===== config.mk =====
export PLATFORM = sky130hd
export DESIGN_NAME = rtc_bcd_to_unix_seconds
export DESIGN_NICKNAME = d
export VERILOG_FILES = /design/src/rtcu_pkg.sv /design/src/rtcu_decode.sv /design/src/rtc_bcd_to_unix_seconds.sv
export VERILOG_INCLUDE_DIRS = /design/src /design/src/src
export SDC_FILE = /design/constraint.sdc
export NUM_CORES = 1
export LEC_CHECK = 0
export BUFFER_PORTS_ARGS = -buffer_cell sky130_fd_sc_hd__buf_4
export CELL_PAD_IN_SITES_DETAIL_PLACEMENT = 1
export CELL_PAD_IN_SITES_GLOBAL_PLACEMENT = 1
export CORE_MARGIN = 4
export CORE_UTILIZATION = 50
export DETAILED_ROUTE_END_ITERATION = 8
export PLACE_DENSITY_LB_ADDON = 0.1
export SETUP_SLACK_MARGIN = 0.05
export SLEW_MARGIN = 40
export SYNTH_ARGS = -nofsm -noshare
export SYNTH_HDL_FRONTEND = slang
export SYNTH_SLANG_ARGS = --single-unit

===== constraint.sdc =====
create_clock -name clk -period 6.4 [get_ports clk]
set_input_delay 0.32 -clock clk [delete_from_list [all_inputs] [get_ports clk]]
set_output_delay 0.32 -clock clk [all_outputs]
set_load 0.01 [all_outputs]

===== src/rtc_bcd_to_unix_seconds_macros.svh =====
// assertion macros for the rtc snapshot to unix seconds converter
`ifndef RTC_BCD_TO_UNIX_SECONDS_MACROS_SVH
`define RTC_BCD_TO_UNIX_SECONDS_MACROS_SVH

`ifndef SYNTHESIS

// same-cycle implication
`define RTCU_ASSERT_IMPL(label, clk, rst_n, ante, cons, msg) \
    label: assert property (@(posedge clk) disable iff (!rst_n) (ante) |-> (cons)) \
        else $error(msg);

// next-cycle implication
`define RTCU_ASSERT_NEXT(label, clk, rst_n, ante, cons, msg) \
    label: assert property (@(posedge clk) disable iff (!rst_n) (ante) |=> (cons)) \
        else $error(msg);

`else

`define RTCU_ASSERT_IMPL(label, clk, rst_n, ante, cons, msg)
`define RTCU_ASSERT_NEXT(label, clk, rst_n, ante, cons, msg)

`endif

`endif


===== src/rtcu_pkg.sv =====
package rtcu_pkg;

    // time constants
    localparam logic [31:0] SECS_PER_DAY  = 32'd86400;
    localparam logic [17:0] SECS_PER_HOUR = 18'd3600;
    localparam logic [17:0] SECS_PER_MIN  = 18'd60;
    localparam logic [17:0] DAYS_PER_YEAR = 18'd365;

    // offsets from 1900 used by the year corrections
    localparam logic [8:0] EPOCH_YEAR_OFS = 9'd70;
    localparam logic [8:0] LEAP_BASE_OFS  = 9'd69;
    localparam logic [8:0] CENTURY_2000   = 9'd100;
    localparam logic [8:0] CENTURY_2100   = 9'd201;
    localparam logic [7:0] YY_HUNDRED     = 8'd100;

    // decoded snapshot handed from the decoder to the pipeline
    typedef struct packed {
        logic [6:0] sec;      // 0..85
        logic [6:0] min;      // 0..85
        logic [5:0] hr;       // 0..45
        logic [5:0] day;      // 0..45
        logic [4:0] mon;      // 0..25
        logic [8:0] y;        // years since 1900, 0..265
        logic       leap;     // leap row from the two-digit year
        logic       pre_epoch; // full year below 1970
    } dec_t;

    // nibble-wise bcd decode, invalid nibbles kept as they are
    function automatic logic [7:0] bcd_decode(input logic [7:0] b);
        return ({4'b0, b[7:4]} * 8'd10) + {4'b0, b[3:0]};
    endfunction

    // cumulative days before the month, zero for months outside 1..12
    function automatic logic [8:0] cum_days(input logic leap, input logic [4:0] mon);
        logic [8:0] base;
        base = 9'd0;
        case (mon)
            5'd2:    base = 9'd31;
            5'd3:    base = 9'd59;
            5'd4:    base = 9'd90;
            5'd5:    base = 9'd120;
            5'd6:    base = 9'd151;
            5'd7:    base = 9'd181;
            5'd8:    base = 9'd212;
            5'd9:    base = 9'd243;
            5'd10:   base = 9'd273;
            5'd11:   base = 9'd304;
            5'd12:   base = 9'd334;
            default: base = 9'd0;
        endcase
        if (leap && (mon >= 5'd3) && (mon <= 5'd12))
        begin
            base = base + 9'd1;
        end
        return base;
    endfunction

endpackage


===== src/rtcu_decode.sv =====
module rtcu_decode (
    input  logic [7:0]    second_reg,
    input  logic [7:0]    minute_reg,
    input  logic [7:0]    hour_reg,
    input  logic [7:0]    day_reg,
    input  logic [7:0]    month_reg,
    input  logic [7:0]    year_reg,
    output rtcu_pkg::dec_t dec
);
    import rtcu_pkg::*;

    logic [7:0] sec_w;
    logic [7:0] min_w;
    logic [7:0] hr_w;
    logic [7:0] day_w;
    logic [7:0] mon_w;
    logic [7:0] yy_w;

    // mask the register bytes and decode each as bcd
    always_comb
    begin
        sec_w = bcd_decode({1'b0, second_reg[6:0]});
        min_w = bcd_decode({1'b0, minute_reg[6:0]});
        hr_w  = bcd_decode({2'b0, hour_reg[5:0]});
        day_w = bcd_decode({2'b0, day_reg[5:0]});
        mon_w = bcd_decode({3'b0, month_reg[4:0]});
        yy_w  = bcd_decode(year_reg);
    end

    // century flag, leap row and epoch check
    always_comb
    begin
        dec.sec       = sec_w[6:0];
        dec.min       = min_w[6:0];
        dec.hr        = hr_w[5:0];
        dec.day       = day_w[5:0];
        dec.mon       = mon_w[4:0];
        dec.y         = month_reg[7] ? ({1'b0, yy_w} + CENTURY_2000) : {1'b0, yy_w};
        dec.leap      = (yy_w[1:0] == 2'b00) && (yy_w != YY_HUNDRED);
        dec.pre_epoch = dec.y < EPOCH_YEAR_OFS;
    end

endmodule


===== src/rtc_bcd_to_unix_seconds.sv =====
// Converts one snapshot of the six raw real-time-clock bytes into seconds
// since 1970-01-01 per transfer. A new snapshot can be taken every cycle
// while the output side keeps taking, and the result passes through four
// registered stages: bcd decode, month table and year corrections, day
// count, and the multiply by seconds per day. Each stage has its own valid
// bit and holds only while the stage after it is full and stalled, so
// bubbles close up and back-pressure reaches in_ready only when all four
// stages hold data. Years before 1970 give zero and the count wraps modulo
// 2^32.
`include "rtc_bcd_to_unix_seconds_macros.svh"

module rtc_bcd_to_unix_seconds (
    input  logic        clk,
    input  logic        rst_n,
    input  logic        in_valid,
    output logic        in_ready,
    input  logic [7:0]  second_reg,
    input  logic [7:0]  minute_reg,
    input  logic [7:0]  hour_reg,
    input  logic [7:0]  day_reg,
    input  logic [7:0]  month_reg,
    input  logic [7:0]  year_reg,
    output logic        out_valid,
    input  logic        out_ready,
    output logic [31:0] unix_seconds
);
    import rtcu_pkg::*;

    // stage valid bits and load enables
    logic v1_reg, v2_reg, v3_reg, v4_reg;
    logic en1, en2, en3, en4;

    // stage 1: decoded snapshot
    dec_t dec_w;
    dec_t dec_reg;

    // stage 2: day of year and year terms
    logic signed [9:0]  yday_reg, yday_next;
    logic [7:0]         yoff_reg, yoff_next;
    logic [5:0]         q4_reg, q4_next;
    logic [1:0]         c100_reg, c100_next;
    logic               c400_reg, c400_next;
    logic [17:0]        hm_reg, hm_next;
    logic [6:0]         sec2_reg;
    logic               pre2_reg;

    // stage 3: days since epoch and time of day
    logic signed [17:0] days_reg, days_next;
    logic [17:0]        tod_reg, tod_next;
    logic               pre3_reg;

    // stage 4: output
    logic [31:0]        unix_seconds_reg, unix_seconds_next;

    logic [8:0] mdays_w;
    logic [8:0] yoff_w;
    logic [8:0] q4_w;

    rtcu_decode u_decode (
        .second_reg (second_reg),
        .minute_reg (minute_reg),
        .hour_reg   (hour_reg),
        .day_reg    (day_reg),
        .month_reg  (month_reg),
        .year_reg   (year_reg),
        .dec        (dec_w)
    );

    // per-stage enables, a stage loads when empty or when its successor moves
    assign en4      = !v4_reg || out_ready;
    assign en3      = !v3_reg || en4;
    assign en2      = !v2_reg || en3;
    assign en1      = !v1_reg || en2;
    assign in_ready = en1;

    // month table, year offsets and hours plus minutes
    always_comb
    begin
        mdays_w   = cum_days(dec_reg.leap, dec_reg.mon);
        yday_next = $signed({1'b0, mdays_w} + {4'b0, dec_reg.day} - 10'd1);
        yoff_w    = dec_reg.y - EPOCH_YEAR_OFS;
        yoff_next = yoff_w[7:0];
        q4_w      = (dec_reg.y - LEAP_BASE_OFS) >> 2;
        q4_next   = q4_w[5:0];
        if (dec_reg.y >= CENTURY_2100)
        begin
            c100_next = 2'd2;
        end
        else if (dec_reg.y > CENTURY_2000)
        begin
            c100_next = 2'd1;
        end
        else
        begin
            c100_next = 2'd0;
        end
        c400_next = dec_reg.y > CENTURY_2000;
        hm_next   = (18'(dec_reg.hr) * SECS_PER_HOUR) + (18'(dec_reg.min) * SECS_PER_MIN);
    end

    // day count since the epoch
    always_comb
    begin
        days_next = $signed({{8{yday_reg[9]}}, yday_reg}
                  + (18'(yoff_reg) * DAYS_PER_YEAR)
                  + {12'b0, q4_reg}
                  - {16'b0, c100_reg}
                  + {17'b0, c400_reg});
        tod_next  = hm_reg + {11'b0, sec2_reg};
    end

    // seconds, zero before 1970, wrapping modulo 2^32
    always_comb
    begin
        if (pre3_reg)
        begin
            unix_seconds_next = 32'd0;
        end
        else
        begin
            unix_seconds_next = ({{14{days_reg[17]}}, days_reg} * SECS_PER_DAY)
                              + {14'b0, tod_reg};
        end
    end

    // valid bits
    always_ff @(posedge clk or negedge rst_n)
    begin
        if (!rst_n)
        begin
            v1_reg <= 1'b0;
            v2_reg <= 1'b0;
            v3_reg <= 1'b0;
            v4_reg <= 1'b0;
        end
        else
        begin
            if (en1)
            begin
                v1_reg <= in_valid;
            end
            if (en2)
            begin
                v2_reg <= v1_reg;
            end
            if (en3)
            begin
                v3_reg <= v2_reg;
            end
            if (en4)
            begin
                v4_reg <= v3_reg;
            end
        end
    end

    // stage data
    always_ff @(posedge clk)
    begin
        if (en1)
        begin
            dec_reg <= dec_w;
        end
        if (en2)
        begin
            yday_reg <= yday_next;
            yoff_reg <= yoff_next;
            q4_reg   <= q4_next;
            c100_reg <= c100_next;
            c400_reg <= c400_next;
            hm_reg   <= hm_next;
            sec2_reg <= dec_reg.sec;
            pre2_reg <= dec_reg.pre_epoch;
        end
        if (en3)
        begin
            days_reg <= days_next;
            tod_reg  <= tod_next;
            pre3_reg <= pre2_reg;
        end
        if (en4)
        begin
            unix_seconds_reg <= unix_seconds_next;
        end
    end

    assign out_valid    = v4_reg;
    assign unix_seconds = unix_seconds_reg;

    // checks
    `RTCU_ASSERT_IMPL(a_full_when_blocked, clk, rst_n, !in_ready, v1_reg && v2_reg && v3_reg && v4_reg, "input blocked with a stage empty")
    `RTCU_ASSERT_NEXT(a_stage3_moves_on, clk, rst_n, v3_reg && en4, out_valid, "stage 3 item lost on its way out")
    `RTCU_ASSERT_IMPL(a_yday_range, clk, rst_n, v2_reg, (yday_reg >= -10'sd1) && (yday_reg <= 10'sd380), "day of year out of range")
    `RTCU_ASSERT_IMPL(a_days_range, clk, rst_n, v3_reg && !pre3_reg, (days_reg >= -18'sd1) && (days_reg <= 18'sd71700), "day count out of range")

endmodule


==> flow_summary.yaml, run 1 <==
sta:
  post-route-min-period_ns: 5.761
  max-slew-margin-rel_pct: 46.83
  final_max_slew_viol_count: 0
  fin_setup_tns_ns: 0
  finalSetupViolCount: 0
  worstMarginPinSlew_ns: 0.7754
  hold_viol: 0
  fmax_ghz: 0.1736
  fin_crit_sh_pct: 90.02
  rsz0062_at_grt: "false"
  clock_skew_ns: 0.01274
clock_tree:
  cts.sinks: 175
  numCtsBuffers: 17
  cts_tree: "done"
  htree_levels: 4
  cts.clk_slew.worst_paths_ns: 0.08
  cts.root.buffer_cell: "clkbuf_16"
  clk_latency_ns: 0.46
  cts_resized: 0
  clk_path_buf_depth: 2
route:
  drtIter0Drc: 332
  ant_nets: 0
  drt-total-wl_um: 31920
  vias_per_cell: 5.319
  drtPass1Iterations: 4
  drc: 0
  num_vias: 10460
  avgRoutedWirePerCell_um: 16.23
setup_path:
  end_kind: "flop"
  crit_required_ns: 6.60
  cp_slowest_stage_delay_ns: 0.51
  ff2ff_path_depth: 20
  critical_path_buf_inv_count: 4
  cp.arrival_ns: 5.97
  crit_family: "adder cells"
  ff2ff_setup_slack_ns: 0.64
  worstPathCellList: "ha_1 -> inv_1 -> fa_1 -> inv_1 -> fa_1 -> ha_1 -> inv_1 -> fa_1 -> inv_1 -> ha_1 -> a21boi_1 -> o21a_2 -> nor2_1 -> ha_1 -> nand3_1 -> o21ai_0 -> o21ai_0 -> nor3_2 -> a311oi_1 -> a41o_1"
  worst-setup-path-type: "flop to flop"
  cp_max_fo: 5
  startpoint_type: "flop"
  r2r-end: "unix_seconds[31]"
  critical_path.slowest_cell: "fa_1"
  r2r-start: "days_reg[3]"
yosys:
  netlist_instances: 1468
  synth_area_leader_cell: "edfxtp_1"
  ys.flop_type: "edfxtp_1"
  async_flop_share_pct: 2.286
  synthesis.nets: 1881
  synth_edf_count: 162
  netlist_top_cells_area: "edfxtp_1 30%, ha_1 19%, fa_1 15%"
  yosysWarnings: 0
  ys_seq_elements: 175
  avgSynthCellArea_um2: 10.88
  yosysUniqueCellTypes: 78
  synth_area_um2: 15970
  synth.yosys.seq_area_share_pct: 32.22
  yosysTopAreaCellShare_pct: 30.47
placement:
  port-buffer-count: 77
  dpl.hpwl_um: 26050
  place_congestion: 0.8375
layout:
  finalCoreUtilization_pct: 55.82
  layout_commonest_cell: "inv_1"
  fillers: 3389
  largest_reg_flops: 42
  seq_area_um2: 5145
  drive_above_1_share_pct: 9.904
  multi_input_area_um2: 9803
  layout.nets: 1965
  final_cell_mix: "250 x inv_1, 244 x ha_1, 162 x edfxtp_1"
  area_growth_pct: 10.31
  diodes: 0
global_route:
  grt_max_degree: 53
  antenna_found_initial: 0
  grt_pass1_vias: 11660
  grt_overflow: 0
  grt_pass1_wl_um: 55460
  grt.total_usage_pct: 19.13
die:
  top_level_ports: 86
  start_util_pct: 50.60
  die_area_um2: 34860
  rows: 65
  die_y_um: 186.7
  core_region_area_um2: 31560
  fp.dieW_um: 186.7
hold_path:
  whs_path_depth: 1
  min-delay-start: "day_reg[0]"
  hp-class: "input pin to flop"
  min_to: "dec_reg[16]"
flow_run:
  maxCapViolations: 0
status:
  status: "complete, no violations"
worst reg2reg max path, delay by kind of cell (launching register included):
| family | cells | cell delay, ns |
|---|---|---|
| adders and majority gates | 7 | 2.82 |
| buffers and inverters | 4 | 0.23 |
| AOI/OAI and AO/OA | 6 | 1.43 |
| DFF | 1 | 0.49 |
| and+or+nand+nor | 3 | 0.53 |
repair_timing:
| action | CTS | global route |
|---|---|---|
| hold buffers | 1 | 0 |
| hold endpoints to repair | 4 | 0 |
| buffers inserted | 0 | 0 |
area by class of cell:
class	instances	area share, %
repair buffers	84	3.595
clock inverters	15	0.9377
clock buffers	17	2.415
multi-input cells	1024	55.66
flip-flops and latches	175	29.21
well taps	402	2.856
inverters	250	5.328
worst max path at each step:
| stage | startpoint | endpoint | slack, ns | cells after the start |
|---|---|---|---|---|
| 2_1_floorplan | days_reg[1] | unix_seconds[31] | 1.30 | 20 |
| 3_3_place_gp | days_reg[3] | unix_seconds[31] | 0.80 | 19 |
| 3_5_place_dp | days_reg[3] | unix_seconds[31] | 0.63 | 20 |
| 4_1_cts | days_reg[3] | unix_seconds[31] | 0.61 | 20 |
| 5_1_grt | days_reg[3] | unix_seconds[31] | 0.21 | 20 |
| 6_report | days_reg[3] | unix_seconds[31] | 0.64 | 20 |
synthesized netlist by cell type (all sizes together), types with 7 or more instances:
cell type	count
dfxtp	9
fa	117
xnor2	97
edfxtp	162
o21ai	41
o21bai	18
nand4	9
nand3	24
mux2i	8
nor2b	24
inv	250
nand2	51
a211oi	11
a21o	31
or3	7
nor3	25
buf	7
and3	11
clkbuf	12
ha	244
a21oi	79
nand2b	16
nor2	77
xor2	46
layer usage:
metal	share of wire [%]	track usage (%)
met1	43	22.97
met2	53	35.83
met3	2.2	2.881
met4	1.7	5.034
met5	0	0
cell families (layout without fill, tap and decap cells):
logic type	Yosys count	count (layout)	share of synthesized area (%)
xor+xnor	143	143	7.938
compound gates	234	234	9.858
fa+ha+maj	361	361	33.79
simple gates	275	275	9.043
flops	175	175	32.22
buf+inv	269	366	6.434
mux	11	11	0.7131
metrics by stage:
stage               area, um^2  hold WS, ns  std cells  setup slack (ns)
floorplan                15970      0.02441       1468             1.301
global placement         17010       0.1287       1934            0.8045
detailed placement       17010       0.1316       1934            0.6329
CTS                      17610      0.01276       1967            0.6141
global route             17610      0.01714       1967            0.2072
finish                   17610      0.03754       1967            0.6390
Power of run 1 is not shown: default switching activity piles up to over one toggle a cycle in this logic, so the estimate is an artifact.
==> run 2, diff against run 1 <==
clock period = 6.6 ns   (was 6.4 ns; I/O delays follow)
==> run 2 against run 1 <==
- wire length is 0.29% higher
- clock-buffer cell count stayed put
- first-iteration DRC count is 17% lower
- worst setup slack better by 0.29 ns
- largest cell class unchanged
- sequential cell count stayed put
- register-to-register slack better by 0.29 ns
- sequential share of layout area hardly changed
- critical path depth is 2 lower
- clock skew is 0.0052 ns lower
- critical endpoint unchanged
==> flow_summary.yaml, run 2 (synthesis results as in run 1) <==
die:
  rows: 65
  core_region_area_um2: 31560
  die_y_um: 186.7
  die_area_um2: 34860
  start_util_pct: 50.60
  fp.dieW_um: 186.7
  top_level_ports: 86
sta:
  fin_setup_tns_ns: 0
  max-slew-margin-rel_pct: 45.21
  final_max_slew_viol_count: 0
  fmax_ghz: 0.1764
  finalSetupViolCount: 0
  hold_viol: 0
  clock_skew_ns: 0.007538
  whs_ns: 0.05508
  setup_ws_ns: 0.9314
  post-route-min-period_ns: 5.669
  fin_crit_sh_pct: 85.89
  rsz0062_at_grt: "false"
  worstMarginPinSlew_ns: 0.8011
setup_path:
  end_kind: "flop"
  crit_required_ns: 6.80
  startpoint_type: "flop"
  crit_top_cell: "inv_1"
  worstPathCellList: "ha_1 -> inv_1 -> fa_1 -> inv_1 -> fa_1 -> ha_1 -> inv_1 -> fa_1 -> inv_1 -> ha_1 -> o21a_1 -> o21ai_0 -> a21oi_1 -> a2bb2oi_1 -> nand4bb_1 -> nor3_2 -> a311oi_1 -> a41o_1"
  cp_max_fo: 8
  ff2ff_path_depth: 18
  critical_path.slowest_cell: "edfxtp_1"
  cp_slowest_stage_delay_ns: 0.50
  worst-setup-path-type: "flop to flop"
  critical_path_buf_inv_count: 4
  crit_cells: 18
  cp.arrival_ns: 5.87
  crit_family: "adder cells"
layout:
  diodes: 0
  largest_reg_flops: 42
  area_growth_pct: 10.36
  layout.nets: 1965
  drive_above_1_share_pct: 9.904
  final_cell_mix: "250 x inv_1, 244 x ha_1, 162 x edfxtp_1"
  instances_no_fill: 1967
  fillers: 3406
  layout_commonest_cell: "inv_1"
global_route:
  grt.total_usage_pct: 19.04
  grt_pass1_wl_um: 55410
  grt_max_degree: 53
  grt_pass1_vias: 11560
  antenna_found_initial: 0
  grt_overflow: 0
hold_path:
  hp-class: "input pin to flop"
  whs_path_depth: 1
clock_tree:
  clk_path_buf_depth: 2
  cts_resized: 0
  cts.sinks: 175
  cts.root.buffer_cell: "clkbuf_16"
  cts.clk_slew.worst_paths_ns: 0.07
  numCtsBuffers: 17
  clk_latency_ns: 0.45
  cts_setup_buffers: 0
  htree_levels: 4
  hold_buffers: 1
  cts_tree: "done"
placement:
  dp.cells: 1934
  dpl.hpwl_um: 26440
  place_congestion: 0.8405
  port-buffer-count: 77
  place_ws_ns: 0.9261
route:
  drc: 0
  ant_nets: 0
  avgRoutedWirePerCell_um: 16.28
  drtPass1Iterations: 4
  vias_per_cell: 5.340
  num_vias: 10500
  drt-total-wl_um: 32010
  drtIter0Drc: 275
status:
  status: "complete, no violations"
flow_run:
  maxCapViolations: 0
run 2: cell count changes in the layout (fill, tap and decap cells not counted), sizes merged:
| cell | delta |
|---|---|
| clkinv | -4 |
| bufinv | +1 |
| clkinvlp | +3 |
run 2: worst reg2reg max path: stages (launching register included):
cell	delay, ns
edfxtp_1	0.50
ha_1	0.33
inv_1	0.07
fa_1	0.50
inv_1	0.05
fa_1	0.40
ha_1	0.29
inv_1	0.05
fa_1	0.50
inv_1	0.05
ha_1	0.41
o21a_1	0.26
o21ai_0	0.39
a21oi_1	0.12
a2bb2oi_1	0.21
nand4bb_1	0.43
nor3_2	0.49
a311oi_1	0.16
a41o_1	0.23
run 2: per-stage QoR:
stage,utilization [%],area [um^2]
after global routing,55.84,17620
after global placement,53.90,17010
after CTS,55.83,17620
final,55.84,17620
after detailed placement,53.90,17010
after floorplan,-,15970
run 2: metal layers:
layer | GRT usage (%) | wire [um] | vias up
met5 | 0 | 0 | -
met4 | 4.920 | 496 | 0
met3 | 2.862 | 598 | 34
met2 | 35.16 | 17010 | 95
met1 | 23.34 | 13910 | 5218
li1 | - | - | 5157
run 2: worst paths after layout:
kind	from	end	slack (ns)
worst max-delay path	days_reg[3]	unix_seconds[31]	0.93
worst min-delay path	hour_reg[0]	dec_reg[22]	0.06
worst max register to register	days_reg[3]	unix_seconds[31]	0.93
worst min register to register	dec_reg[0]	pre2_reg	0.42
max in group asynchronous	rst_n	v1_reg	6.25
min in group asynchronous	rst_n	out_valid	0.23
run 2: cell type report:
cell class | instances | area [um^2] | share of cell area (%)
Clock buffer | 17 | 425.4 | 2.414
Clock inverter | 15 | 172.7 | 0.9799
Inverter | 250 | 938.4 | 5.326
Multi-Input combinational cell | 1024 | 9803 | 55.63
Sequential cell | 175 | 5145 | 29.20
Tap cell | 402 | 503.0 | 2.855
Timing Repair Buffer | 84 | 633.1 | 3.593
Power of run 2 is left out for the same reason.
